<file path="config.mk">
export PLATFORM = sky130hd
export DESIGN_NAME = sha1_byte_stream_hasher_unit
export DESIGN_NICKNAME = d
export VERILOG_FILES = /design/src/sha1_pkg.sv /design/src/sha1_byte_stream_hasher_unit.sv /design/src/sha1_ctrl.sv /design/src/sha1_dp.sv
export VERILOG_INCLUDE_DIRS = /design/src /design/src/src
export SDC_FILE = /design/constraint.sdc
export NUM_CORES = 2
export LEC_CHECK = 0
export ABC_CLOCK_PERIOD_IN_PS = 13700
export BUFFER_PORTS_ARGS = -buffer_cell sky130_fd_sc_hd__buf_2
export CAP_MARGIN = 0
export CORE_MARGIN = 2
export CORE_UTILIZATION = 57
export DETAILED_ROUTE_END_ITERATION = 6
export PLACE_DENSITY = 0.74
export SLEW_MARGIN = 5
export SYNTH_ARGS = -nofsm -noshare
export SYNTH_HDL_FRONTEND = slang
export SYNTH_SLANG_ARGS = --single-unit
</file>
<file path="constraint.sdc">
create_clock -name clk -period 13.7 [get_ports clk]
set_input_delay 0.685 -clock clk [delete_from_list [all_inputs] [get_ports clk]]
set_output_delay 0.685 -clock clk [all_outputs]
set_load 0.02 [all_outputs]
</file>
<file path="src/assert_macros.svh">
// assertion macros shared by the rtl files
// no dependencies; the bodies are empty when SYNTH is defined
`ifndef ASSERT_MACROS_SVH
`define ASSERT_MACROS_SVH
`ifndef SYNTH
// consequent checked in the same cycle as the antecedent
`define ASSERT_SAME_CYCLE(label, clk, rst, ante, cons) \
  label: assert property (@(posedge clk) disable iff (rst) (ante) |-> (cons)) \
    else $error("assertion failed");
// consequent checked in the cycle after the antecedent
`define ASSERT_NEXT_CYCLE(label, clk, rst, ante, cons) \
  label: assert property (@(posedge clk) disable iff (rst) (ante) |=> (cons)) \
    else $error("assertion failed");
`else
`define ASSERT_SAME_CYCLE(label, clk, rst, ante, cons)
`define ASSERT_NEXT_CYCLE(label, clk, rst, ante, cons)
`endif
`endif

</file>
<file path="src/sha1_pkg.sv">
// types, codes and constants of the sha-1 byte stream hasher
// no dependencies; used by sha1_ctrl, sha1_dp and the top level
`default_nettype none

package sha1_pkg;

  localparam logic [1:0] ACT_ABSORB  = 2'd0;
  localparam logic [1:0] ACT_FINISH  = 2'd1;
  localparam logic [1:0] ACT_RESTART = 2'd2;

  localparam logic [1:0] ST_OK           = 2'd0;
  localparam logic [1:0] ST_TOO_LONG     = 2'd1;
  localparam logic [1:0] ST_AFTER_FINISH = 2'd2;

  localparam logic [31:0] H_INIT0 = 32'h67452301;
  localparam logic [31:0] H_INIT1 = 32'hEFCDAB89;
  localparam logic [31:0] H_INIT2 = 32'h98BADCFE;
  localparam logic [31:0] H_INIT3 = 32'h10325476;
  localparam logic [31:0] H_INIT4 = 32'hC3D2E1F0;

  localparam logic [7:0] PAD_MARK   = 8'h80;
  // first byte position of the length field
  localparam logic [5:0] LEN_POS    = 6'd56;
  localparam logic [5:0] FILL_LAST  = 6'd63;
  localparam logic [6:0] LAST_ROUND = 7'd79;

  typedef struct packed {
    logic       capture;
    logic [1:0] pend_status;
    logic       pend_valid;
    logic       absorb;
    logic       pad_shift;
    logic       pad_mark;
    logic       set_finished;
    logic       set_after_finish;
    logic       restart;
    logic       blk_start;
    logic       round;
    logic [1:0] rphase;
    logic       fold;
    logic       load_result;
  } sha1_cmd_t;

  typedef struct packed {
    logic       finished;
    logic [1:0] err;
    logic       fill_last;
    logic       pad_len;
  } sha1_sts_t;

  function automatic logic [31:0] round_const(input logic [1:0] phase);
    logic [31:0] k;
    case (phase)
      2'd0:    k = 32'h5A827999;
      2'd1:    k = 32'h6ED9EBA1;
      2'd2:    k = 32'h8F1BBCDC;
      default: k = 32'hCA62C1D6;
    endcase
    return k;
  endfunction

endpackage

`default_nettype wire

</file>
<file path="src/sha1_byte_stream_hasher_unit.sv">
// sha-1 byte stream hasher, top level: controller, datapath and checks
// depends on sha1_pkg, sha1_ctrl, sha1_dp and assert_macros.svh
//
// usage: the command channel (cmd_valid / cmd_stall) carries one action per
// beat: absorb a data byte, finish the message, or restart a new one. Every
// command beat gives exactly one beat on the result channel (res_valid /
// res_stall) with a status and, after a good finish, the 160-bit digest.
// One item at a time: an absorb that does not complete a 64-byte block goes
// from accept straight to its result; one that completes a block first runs
// 80 rounds through the single round unit, then the hash update. A finish
// with p bytes pending shifts its pad bytes one per cycle, pausing while a block
// is hashed (64 - p bytes, or 128 - p when p > 55), and runs one or two blocks.
// cmd_stall is high from accept until the result is registered.
// Reset (rst, synchronous) loads the initial hash values and clears counts
// and flags; no clearing pass is needed. A stalled result stays in the output
// register; the next command is taken meanwhile and its result waits for it.
`default_nettype none
`include "assert_macros.svh"

module sha1_byte_stream_hasher_unit (
  input  logic        clk,
  input  logic        rst,
  input  logic        cmd_valid,
  output logic        cmd_stall,
  input  logic [1:0]  action,
  input  logic [7:0]  data_byte,
  output logic        res_valid,
  input  logic        res_stall,
  output logic [1:0]  status,
  output logic        digest_valid,
  output logic [31:0] digest_word0,
  output logic [31:0] digest_word1,
  output logic [31:0] digest_word2,
  output logic [31:0] digest_word3,
  output logic [31:0] digest_word4
);
  import sha1_pkg::*;

  sha1_cmd_t cmd;
  sha1_sts_t sts;

  sha1_ctrl u_ctrl (
    .clk       (clk),
    .rst       (rst),
    .cmd_valid (cmd_valid),
    .action    (action),
    .cmd_stall (cmd_stall),
    .res_stall (res_stall),
    .res_valid (res_valid),
    .sts       (sts),
    .cmd       (cmd)
  );

  sha1_dp u_dp (
    .clk          (clk),
    .rst          (rst),
    .data_byte    (data_byte),
    .cmd          (cmd),
    .sts          (sts),
    .status       (status),
    .digest_valid (digest_valid),
    .digest_word0 (digest_word0),
    .digest_word1 (digest_word1),
    .digest_word2 (digest_word2),
    .digest_word3 (digest_word3),
    .digest_word4 (digest_word4)
  );

  // a result without a digest carries zero words
  `ASSERT_SAME_CYCLE(a_no_digest_zero, clk, rst, res_valid && !digest_valid, (digest_word0 == 32'd0) && (digest_word1 == 32'd0) && (digest_word2 == 32'd0) && (digest_word3 == 32'd0) && (digest_word4 == 32'd0))
  // a digest is only given with good status
  `ASSERT_SAME_CYCLE(a_digest_ok, clk, rst, res_valid && digest_valid, status == ST_OK)
  // one item in flight: the command side closes right after a beat
  `ASSERT_NEXT_CYCLE(a_one_in_flight, clk, rst, cmd_valid && !cmd_stall, cmd_stall)

endmodule

`default_nettype wire

</file>
<file path="src/sha1_ctrl.sv">
// controller of the sha-1 hasher: item decode, padding, round and reply sequencing
// depends on sha1_pkg
`default_nettype none

module sha1_ctrl (
  input  logic                 clk,
  input  logic                 rst,
  input  logic                 cmd_valid,
  input  logic [1:0]           action,
  output logic                 cmd_stall,
  input  logic                 res_stall,
  output logic                 res_valid,
  input  sha1_pkg::sha1_sts_t  sts,
  output sha1_pkg::sha1_cmd_t  cmd
);
  import sha1_pkg::*;

  localparam logic [2:0] S_IDLE  = 3'd0;
  localparam logic [2:0] S_PAD   = 3'd1;
  localparam logic [2:0] S_ROUND = 3'd2;
  localparam logic [2:0] S_FOLD  = 3'd3;
  localparam logic [2:0] S_REPLY = 3'd4;

  logic [2:0] state, state_next;
  logic [6:0] rnd, rnd_next;
  logic       ret_pad, ret_pad_next;
  logic       res_valid_next;
  logic [1:0] phase;

  assign cmd_stall = (state != S_IDLE);

  always_comb begin
    if (rnd < 7'd20) begin
      phase = 2'd0;
    end else if (rnd < 7'd40) begin
      phase = 2'd1;
    end else if (rnd < 7'd60) begin
      phase = 2'd2;
    end else begin
      phase = 2'd3;
    end
  end

  always_comb begin
    cmd            = '0;
    cmd.rphase     = phase;
    state_next     = state;
    rnd_next       = rnd;
    ret_pad_next   = ret_pad;
    res_valid_next = res_valid && res_stall;
    case (state)
      S_IDLE: begin
        if (cmd_valid) begin
          cmd.capture     = 1'b1;
          cmd.pend_status = sts.err;
          state_next      = S_REPLY;
          case (action)
            ACT_ABSORB: begin
              if (sts.finished) begin
                cmd.set_after_finish = 1'b1;
                cmd.pend_status      = ST_AFTER_FINISH;
              end else if (sts.err == ST_OK) begin
                cmd.absorb = 1'b1;
                if (sts.fill_last) begin
                  cmd.blk_start = 1'b1;
                  rnd_next      = '0;
                  ret_pad_next  = 1'b0;
                  state_next    = S_ROUND;
                end
              end
            end
            ACT_FINISH: begin
              if (sts.err == ST_OK) begin
                cmd.pend_valid = 1'b1;
                if (!sts.finished) begin
                  cmd.set_finished = 1'b1;
                  cmd.pad_shift    = 1'b1;
                  cmd.pad_mark     = 1'b1;
                  if (sts.fill_last) begin
                    cmd.blk_start = 1'b1;
                    rnd_next      = '0;
                    ret_pad_next  = 1'b1;
                    state_next    = S_ROUND;
                  end else begin
                    state_next = S_PAD;
                  end
                end
              end
            end
            ACT_RESTART: begin
              cmd.restart     = 1'b1;
              cmd.pend_status = ST_OK;
            end
            default: begin
            end
          endcase
        end
      end
      S_PAD: begin
        cmd.pad_shift = 1'b1;
        if (sts.fill_last) begin
          cmd.blk_start = 1'b1;
          rnd_next      = '0;
          // the block that ends in the length field is the last one
          ret_pad_next  = !sts.pad_len;
          state_next    = S_ROUND;
        end
      end
      S_ROUND: begin
        cmd.round = 1'b1;
        if (rnd == LAST_ROUND) begin
          state_next = S_FOLD;
        end else begin
          rnd_next = rnd + 7'd1;
        end
      end
      S_FOLD: begin
        cmd.fold   = 1'b1;
        state_next = ret_pad ? S_PAD : S_REPLY;
      end
      S_REPLY: begin
        if (!res_valid || !res_stall) begin
          cmd.load_result = 1'b1;
          res_valid_next  = 1'b1;
          state_next      = S_IDLE;
        end
      end
      default: begin
        state_next = S_IDLE;
      end
    endcase
  end

  always_ff @(posedge clk) begin
    if (rst) begin
      state     <= S_IDLE;
      rnd       <= '0;
      ret_pad   <= 1'b0;
      res_valid <= 1'b0;
    end else begin
      state     <= state_next;
      rnd       <= rnd_next;
      ret_pad   <= ret_pad_next;
      res_valid <= res_valid_next;
    end
  end

endmodule

`default_nettype wire

</file>
<file path="src/sha1_dp.sv">
// datapath of the sha-1 hasher: block shift register, round unit, hash words,
// bit count, flags and the result register; depends on sha1_pkg
`default_nettype none

module sha1_dp (
  input  logic                 clk,
  input  logic                 rst,
  input  logic [7:0]           data_byte,
  input  sha1_pkg::sha1_cmd_t  cmd,
  output sha1_pkg::sha1_sts_t  sts,
  output logic [1:0]           status,
  output logic                 digest_valid,
  output logic [31:0]          digest_word0,
  output logic [31:0]          digest_word1,
  output logic [31:0]          digest_word2,
  output logic [31:0]          digest_word3,
  output logic [31:0]          digest_word4
);
  import sha1_pkg::*;

  logic [31:0]  hash [5];
  logic [31:0]  wa, wb, wc, wd, we;
  // message window, oldest word in the top bits
  logic [511:0] win;
  logic [5:0]   fill;
  logic [63:0]  bit_count;
  logic         finished;
  logic [1:0]   err;
  logic         pad_wrap;
  logic [1:0]   pend_status;
  logic         pend_valid;

  logic         pad_len;
  logic         shift_en;
  logic [63:0]  len_sh;
  logic [7:0]   shift_byte;
  logic [64:0]  count_sum;
  logic [31:0]  w0, w2, w8, w13, w_mix, new_w;
  logic [31:0]  f_val, t_val;

  assign pad_len  = !pad_wrap && (fill >= LEN_POS);
  assign shift_en = cmd.absorb || cmd.pad_shift;
  // length field goes out most significant byte first
  assign len_sh   = bit_count << {fill[2:0], 3'b000};

  always_comb begin
    if (cmd.absorb) begin
      shift_byte = data_byte;
    end else if (cmd.pad_mark) begin
      shift_byte = PAD_MARK;
    end else if (pad_len) begin
      shift_byte = len_sh[63:56];
    end else begin
      shift_byte = 8'h00;
    end
  end

  assign count_sum = {1'b0, bit_count} + 65'd8;

  assign w0    = win[511:480];
  assign w2    = win[447:416];
  assign w8    = win[255:224];
  assign w13   = win[95:64];
  assign w_mix = w13 ^ w8 ^ w2 ^ w0;
  assign new_w = {w_mix[30:0], w_mix[31]};

  always_comb begin
    case (cmd.rphase)
      2'd0:    f_val = (wb & wc) | (~wb & wd);
      2'd2:    f_val = (wb & wc) | (wb & wd) | (wc & wd);
      default: f_val = wb ^ wc ^ wd;
    endcase
  end

  assign t_val = {wa[26:0], wa[31:27]} + f_val + we + w0 + round_const(cmd.rphase);

  assign sts.finished  = finished;
  assign sts.err       = err;
  assign sts.fill_last = (fill == FILL_LAST);
  assign sts.pad_len   = pad_len;

  always_ff @(posedge clk) begin
    if (rst || cmd.restart) begin
      hash[0]   <= H_INIT0;
      hash[1]   <= H_INIT1;
      hash[2]   <= H_INIT2;
      hash[3]   <= H_INIT3;
      hash[4]   <= H_INIT4;
      fill      <= '0;
      bit_count <= '0;
      finished  <= 1'b0;
      err       <= ST_OK;
      pad_wrap  <= 1'b0;
    end else begin
      if (shift_en) begin
        fill <= fill + 6'd1;
        if (fill == FILL_LAST) begin
          pad_wrap <= 1'b0;
        end else if (cmd.pad_mark) begin
          // marker at or past the length field: zero-fill and add a block
          pad_wrap <= (fill >= LEN_POS);
        end
      end
      if (cmd.absorb) begin
        bit_count <= count_sum[63:0];
        if (count_sum[64]) begin
          err <= ST_TOO_LONG;
        end
      end
      if (cmd.set_after_finish) begin
        err <= ST_AFTER_FINISH;
      end
      if (cmd.set_finished) begin
        finished <= 1'b1;
      end
      if (cmd.fold) begin
        hash[0] <= hash[0] + wa;
        hash[1] <= hash[1] + wb;
        hash[2] <= hash[2] + wc;
        hash[3] <= hash[3] + wd;
        hash[4] <= hash[4] + we;
      end
    end
  end

  always_ff @(posedge clk) begin
    if (shift_en) begin
      win <= {win[503:0], shift_byte};
    end else if (cmd.round) begin
      win <= {win[479:0], new_w};
    end
    if (cmd.blk_start) begin
      wa <= hash[0];
      wb <= hash[1];
      wc <= hash[2];
      wd <= hash[3];
      we <= hash[4];
    end else if (cmd.round) begin
      we <= wd;
      wd <= wc;
      wc <= {wb[1:0], wb[31:2]};
      wb <= wa;
      wa <= t_val;
    end
    if (cmd.capture) begin
      pend_status <= cmd.pend_status;
      pend_valid  <= cmd.pend_valid;
    end
    if (cmd.load_result) begin
      status       <= pend_status;
      digest_valid <= pend_valid;
      digest_word0 <= pend_valid ? hash[0] : 32'd0;
      digest_word1 <= pend_valid ? hash[1] : 32'd0;
      digest_word2 <= pend_valid ? hash[2] : 32'd0;
      digest_word3 <= pend_valid ? hash[3] : 32'd0;
      digest_word4 <= pend_valid ? hash[4] : 32'd0;
    end
  end

endmodule

`default_nettype wire
</file>
# Yosys cells after proc, flatten, opt, wreduce, memory -nomap -nowiden
# Memories as Yosys holds them, arrays and structs flattened.
# Cells that the tools add are included.
totals:
  rom_bits: 0
  inputBits: 14
  out_inout_bits: 165
  regBits: 924
  wordCells: 209
  memories: 1
  ramBits: 160
  latchBits: 0
memory_table:
  columns: ["memory", "words", "width", "read_ports", "rd_clocked_by_memory_dff", "write_ports", "line_no", "rtl"]
  rows:
  - ["u_dp.hash", 5, 32, 5, 0, 5, "sha1_dp.sv:21", "logic [31:0] hash [5];"]
op_classes:
  magnitude_cmp: 4
  add_sub_neg: 12
  n_shift: 1
  eq_ne: 22
  div: 0
  mux: 96
  bitwise: 18
  multipliers: 0
  n_reduce_logical: 30
op_table:
  columns: ["cell", "n"]
  rows:
  - ["512-bit 2-to-1 mux", 2]
  - ["32-bit 2-to-1 mux", 15]
  - ["32-bit adder", 9]
  - ["32-bit bitwise XOR", 5]
  - ["32-bit bitwise AND", 4]
  - ["32-bit OR", 3]
  - ["32-bit one-hot mux with 3 select lines", 1]
  - ["64-bit by 4-bit adder with 65-bit output (second input constant)", 1]
  - ["32-bit one-hot mux with 2 select lines", 1]
  - ["64-bit by 6-bit << shifter with 64-bit output", 1]
  - ["7-bit 2-to-1 mux", 7]
  - ["3-bit 2-to-1 mux", 13]
  - ["1-bit 2-to-1 mux", 34]
  - ["32-bit NOT", 1]
  - ["8-bit 2-to-1 mux", 3]
  - ["7-bit one-hot mux with 3 select lines", 1]
  - ["3-bit inequality test (second input constant)", 5]
  - ["3-bit one-hot mux with 5 select lines", 1]
  - ["7-bit by 6-bit less-than comparator with 1-bit output (second input constant)", 2]
  - ["2-bit 2-to-1 mux", 7]
  - ["7-bit one-hot mux with 2 select lines", 1]
  - ["2-bit nonzero test", 6]
  - ["11-bit 2-to-1 mux", 1]
  - ["1-bit one-hot mux with 2 select lines", 5]
  - ["other kinds (31)", 54]

# Longest topological paths before layout
depth:
  ltp_word: 12
  mapped_depth: 28
  depth_no_buf: 26

# Modules after synthesis
# A second synthesis with hierarchy kept.
hier_totals:
  hier_cells: 5710
  area_unflattened_um2: 57961.8
by_module_without_submodules:
  columns: ["mod", "seq_area_each_um2", "cells_each", "area_each_um2", "instances"]
  rows:
  - ["sha1_dp", 31390.1, 5605, 57079.7, 1]
  - ["sha1_ctrl", 240.2, 105, 882.1, 1]

# Least setup slack after synthesis
# Ideal clock, no wire load.
synth_timing:
  path_type: "input port to flip-flop"
  startpoint: "input port action[1]"
  endpoint: "register u_dp.win[0], enable pin"
  setup_time_ns: 3.693
  required_ns: 10.007
  arrival_ns: 10.403
  n_path_buf: 4
  slack_ns: -0.396
  cell_stages: 9
  cell_sequence: "or4_1 -> clkbuf_1 -> inv_1 -> a21oi_1 -> nand2b_1 -> clkbuf_1 -> clkbuf_1 -> clkbuf_1 -> nand2_1"
synth_via:
  elab_chain_cells: 6
  elab_cells_between_ends: 9
  classes_between: "eq/ne (1); mux (5); reduce/logical (3)"
synth_rtl:
  columns: ["item", "line_no", "rtl"]
  rows:
  - ["start: declaration", "sha1_byte_stream_hasher_unit.sv:25", "input logic [1:0] action,"]
  - ["2-bit by 1-bit equality test with 1-bit output or 2-bit zero test (tied branches)", "sha1_ctrl.sv:57", "case (action)"]
  - ["3-bit 2-to-1 mux or 1-bit 2-to-1 mux (tied branches)", "sha1_ctrl.sv:57", null]
  - ["11-bit 2-to-1 mux (*)", "sha1_ctrl.sv:53", "if (cmd_valid) begin"]
  - ["1-bit one-hot mux with 2 select lines or 5-bit 2-to-1 mux (tied branches)", "sha1_ctrl.sv:51", "case (state)"]
  - ["1-bit logical OR (*)", "sha1_dp.sv:42", "assign shift_en = cmd.absorb || cmd.pad_shift;"]
  - ["2-bit nonzero test (no line) (*)", null, null]
  - ["end signal: assignment", "sha1_dp.sv:128", "win <= {win[503:0], shift_byte};"]
  - ["end signal: assignment", "sha1_dp.sv:130", "win <= {win[479:0], new_w};"]
  - ["end: declaration", "sha1_dp.sv:24", "logic [511:0] win;"]
# Mark *: on every way between the ends. The rest lies on a longest branch, timed or not.
# A chain may end at the register's enable or synchronous reset.

# Worst setup path in the final report
layout_timing:
  startpoint: "register u_ctrl.rnd[5]"
  endpoint: "register u_dp.wa[30], data pin"
layout_via:
  elab_chain_cells: 12
  elab_cells_between_ends: 17
  classes_between: "add/sub (4); order compare (3); eq/ne (2); mux (7); reduce/logical (1)"
layout_rtl:
  columns: ["item", "line_no", "rtl"]
  rows:
  - ["start: declaration", "sha1_ctrl.sv:25", "logic [6:0] rnd, rnd_next;"]
  - ["start signal: assignment", "sha1_ctrl.sv:142", "rnd <= rnd_next;"]
  - ["7-bit by 6-bit less-than comparator with 1-bit output", "sha1_ctrl.sv:37", "end else if (rnd < 7'd60) begin"]
  - ["1-bit 2-to-1 mux", "sha1_ctrl.sv:37", null]
  - ["2-bit 2-to-1 mux", "sha1_ctrl.sv:35", "end else if (rnd < 7'd40) begin"]
  - ["2-bit 2-to-1 mux (*)", "sha1_ctrl.sv:33", "if (rnd < 7'd20) begin"]
  - ["2-bit equality test or 2-bit zero test (tied branches)", "sha1_pkg.sv:53, sha1_dp.sv:68", null]
  - ["32-bit one-hot mux with 2 select lines", "sha1_dp.sv:68", "case (cmd.rphase)"]
  - ["32-bit adder (3 in a row)", "sha1_dp.sv:75", "assign t_val = {wa[26:0], wa[31:27]} + f_val + we + w0 + round_const(cmd.rphase);"]
  - ["32-bit adder (*)", "sha1_dp.sv:75", null]
  - ["32-bit 2-to-1 mux (*)", "sha1_dp.sv:138", "end else if (cmd.round) begin"]
  - ["32-bit 2-to-1 mux (*)", "sha1_dp.sv:132", "if (cmd.blk_start) begin"]
  - ["end signal: assignment", "sha1_dp.sv:133", "wa <= hash[0];"]
  - ["end signal: assignment", "sha1_dp.sv:143", "wa <= t_val;"]
  - ["end: declaration", "sha1_dp.sv:22", "logic [31:0] wa, wb, wc, wd, we;"]
# Mark *: on every way between the ends. The rest lies on a longest branch, timed or not. The select of a mux whose other input is x is not followed.

==> results.cfg <==
[worst_hold_path]
holdPathStages = 3
min_from = res_stall
holdPathEnd = u_ctrl.res_valid$_SDFF_PP0_
worstHoldPathType = primary input to flip-flop

[cells_and_area]
fillers = 8095
largest_reg_flops = 512
top_regs = u_dp.win: 512 flops, u_dp.hash: 160 flops, u_dp.bit_count: 61 flops
final_net_count = 6078
utilization_pct = 63.1
regArea_sq_mm = 0.0316
drive_gt1_share_pct = 7.64
multi_input_area_sq_mm = 0.0243
regMostFlops = u_dp.win
areaGrowthSynthToFinish_pct = 9.71

[yosys]
yosys_register_bits = 1081
avgSynthCellArea_sq_um = 10.2
yosysUniqueCellTypes = 74
synth-async-reset-ratio_pct = 0
yosysWarnings = 0
syn_inst = 5651
synth_seq_area_share_pct = 54.9
syn_area_sq_mm = 0.0576
synth_edf_count = 998
syn-num-nets = 5991
synth_ff_type = edfxtp_1

[worst_setup_path]
r2r_cells = 24
regToRegSetupSlack_ns = 6.71
worstPathMaxFanout = 56
rr_endpoint = u_dp.wa[30]$_DFFE_PP_
crit_type = flip-flop to flip-flop
start_kind = flip-flop
crit_path_end_kind = flip-flop
cp_data_required_time_ns = 14.11
reg2reg_from = u_ctrl.rnd[5]$_SDFFE_PP0P_
arrival_ns = 7.40

[cts]
cts_sinks = 1081
cts_made_buffers = 111
post_cts_buffers = 0
cts_resized = 0
cts_hold_buf = 0
worstSkewPairLatency_ns = 0.71
root_buffer = clkbuf_16
clkTransAtPathRegs_ns = 0.06
ctsHtreeMaxLevel = 3
cts_tree = done
cts_max_path_buffers = 3

[placed_design]
pre_cts_ws_ns = 6.92
dp_hpwl_mm = 98.9
gp_congestion = 0.958
numPortBuffers = 178

[global_routing]
grt_usage_pct = 26.9
grt_overflow_total = 0
grt_pass1_vias = 38734
antenna_found_initial = 0
grt_max_degree = 247
grt_pass1_wl_mm = 215

[timing]
finalSetupViolations = 0
finalWorstSetupSlack_ns = 6.71
relSlewSlack_pct = 14.1
fin_setup_tns_ns = 0
min_period_over_period_pct = 51.0
hold_violations = 0
finalMaxSlewViolations = 0
tightest_slew_ns = 1.29
rsz0062_at_grt = no
max_freq_ghz = 0.143
final.setup_skew_ns = 0.0315
period_minus_slack_ns = 6.99

[route]
wl_per_cell_um = 19.5
wirelength_mm = 139
via_count = 40624
dr.pass1.iters = 6
drt_iter0_markers = 3909
route.detailed.drc = 0
antenna_left = 0
via_per_inst = 5.70

[floorplanning]
die-area_sq_mm = 0.104
chipHeight_um = 322
rows = 116
die_x_um = 322
core_sq_mm = 0.100
num_io_pins = 179
start_util_pct = 57.5

[status]
status = finished clean

[power_and_ir_drop]
pwr_density_cell_mw_per_mm2 = 136
leakage_nw = 25.6
peakVddDrop_mv = 0.129

[run]
drv_cap = 0
==> per-layer routing <==
metal | up-vias | part of all wire, % | routed length [um] | track usage [%]
li1 | 19404 | - | - | -
met4 | 0 | 5.4 | 7560 | 12.8
met2 | 1254 | 48 | 66600 | 44.5
met5 | - | 0 | 0 | 0
met1 | 19634 | 41 | 56500 | 34.7
met3 | 332 | 6.1 | 8450 | 4.25
==> worst max-delay path by stage <==
stage,from,endpoint,slack (ns),cells after the start
after floorplan,u_ctrl.state[0]$_SDFFE_PP0P_,u_dp.digest_valid$_DFFE_PP_,4.40,4
after global placement,u_ctrl.rnd[5]$_SDFFE_PP0P_,u_dp.wa[30]$_DFFE_PP_,7.03,24
after detailed placement,u_ctrl.rnd[5]$_SDFFE_PP0P_,u_dp.wa[30]$_DFFE_PP_,6.92,24
after CTS,u_ctrl.rnd[5]$_SDFFE_PP0P_,u_dp.wa[30]$_DFFE_PP_,6.87,24
after global routing,u_ctrl.rnd[5]$_SDFFE_PP0P_,u_dp.wa[30]$_DFFE_PP_,6.27,24
final,u_ctrl.rnd[5]$_SDFFE_PP0P_,u_dp.wa[30]$_DFFE_PP_,6.71,24
==> kinds of logic after synthesis <==
family / synth area share (%)
muxes: 1.34
adders and majority gates: 8.71
DFF: 54.9
AOI/OAI and AO/OA: 7.57
xor gates and xnor gates: 4.61
buffers and inverters: 3.03
and+or+nand+nor: 19.8
==> stage by stage <==
stage	hold slack (ns)	power, mW	cells	area (sq um)
5_1_grt	0.278	9.01	7124	63200
4_1_cts	0.227	8.67	7124	63200
3_5_place_dp	0.418	5.68	6923	59600
2_1_floorplan	0.400	5.35	5651	57600
3_3_place_gp	0.414	5.64	6923	59600
6_report	0.265	8.62	7125	63200
==> cells in the mapped netlist, drive strengths merged (17+ instances only) <==
library cell     n  area share (%)
nand2         2007              13
dfxtp           83             2.9
nand4           32            0.35
a31oi           17            0.18
a211oi          28            0.37
nand2b          36            0.39
and3            35            0.38
nor2           231             1.5
o21ai          209             1.8
nor3            49            0.45
a22oi           24            0.31
fa             125             4.3
clkbuf         217             1.4
ha             201             4.4
a21oi          189             1.6
mux2            31            0.61
a21o            93             1.2
inv            222             1.4
o21a            28            0.37
xnor2          182             2.8
edfxtp         998              52
buf             19            0.17
or3             19            0.21
nand3           61            0.54
xor2           121             1.8
and2           173             1.9
nor2b           35            0.38
==> placed cells by master (no fill, tap or decap), drive strengths merged, types with 49 or more instances in the layout <==
cell | netlist | routed
nor2 | 231 | 231
edfxtp | 998 | 998
xor2 | 121 | 121
nand3 | 61 | 61
buf | 19 | 210
o21ai | 209 | 209
xnor2 | 182 | 182
dfxtp | 83 | 83
and2 | 173 | 173
fa | 125 | 125
clkbuf | 217 | 129
a21o | 93 | 93
inv | 222 | 230
a21oi | 189 | 189
ha | 201 | 201
nor3 | 49 | 49
nand2 | 2007 | 2007
==> area by class of cell <==
class	instances	share of cell area [%]
inverter	222	1.32
clock buffer	129	4.54
antenna	1	0.00396
sequential	1081	50.1
clock inverter	72	1.15
tap	1298	2.57
timing repair buffer	210	1.91
multi-input combinational	4112	38.4
==> critical path, stage by stage, from the launching register on <==
cell and delay [ns]:
dfxtp_1 0.45, o21ai_0 0.14, a221o_2 0.40, buf_4 0.30, inv_1 0.20, ha_1 0.18, buf_4 0.34, a22oi_1 0.14
o21ai_0 0.21, fa_1 0.47, fa_1 0.52, inv_1 0.05, fa_1 0.50, inv_1 0.05, ha_1 0.35, a21o_1 0.18
a21oi_1 0.25, o21ai_0 0.15, a221oi_1 0.45, o21ai_0 0.32, a211oi_1 0.37, o21ai_0 0.14, a21oi_1 0.21, xor2_1 0.19
o21ai_0 0.10
==> report_power, final <==
part,switching (mW),leakage [nW],internal [mW]
Clock,1.30,1.74,1.71
Sequential,0.178,9.90,4.02
Combinational,0.887,13.9,0.523
Power figures use the tool's default switching activity.
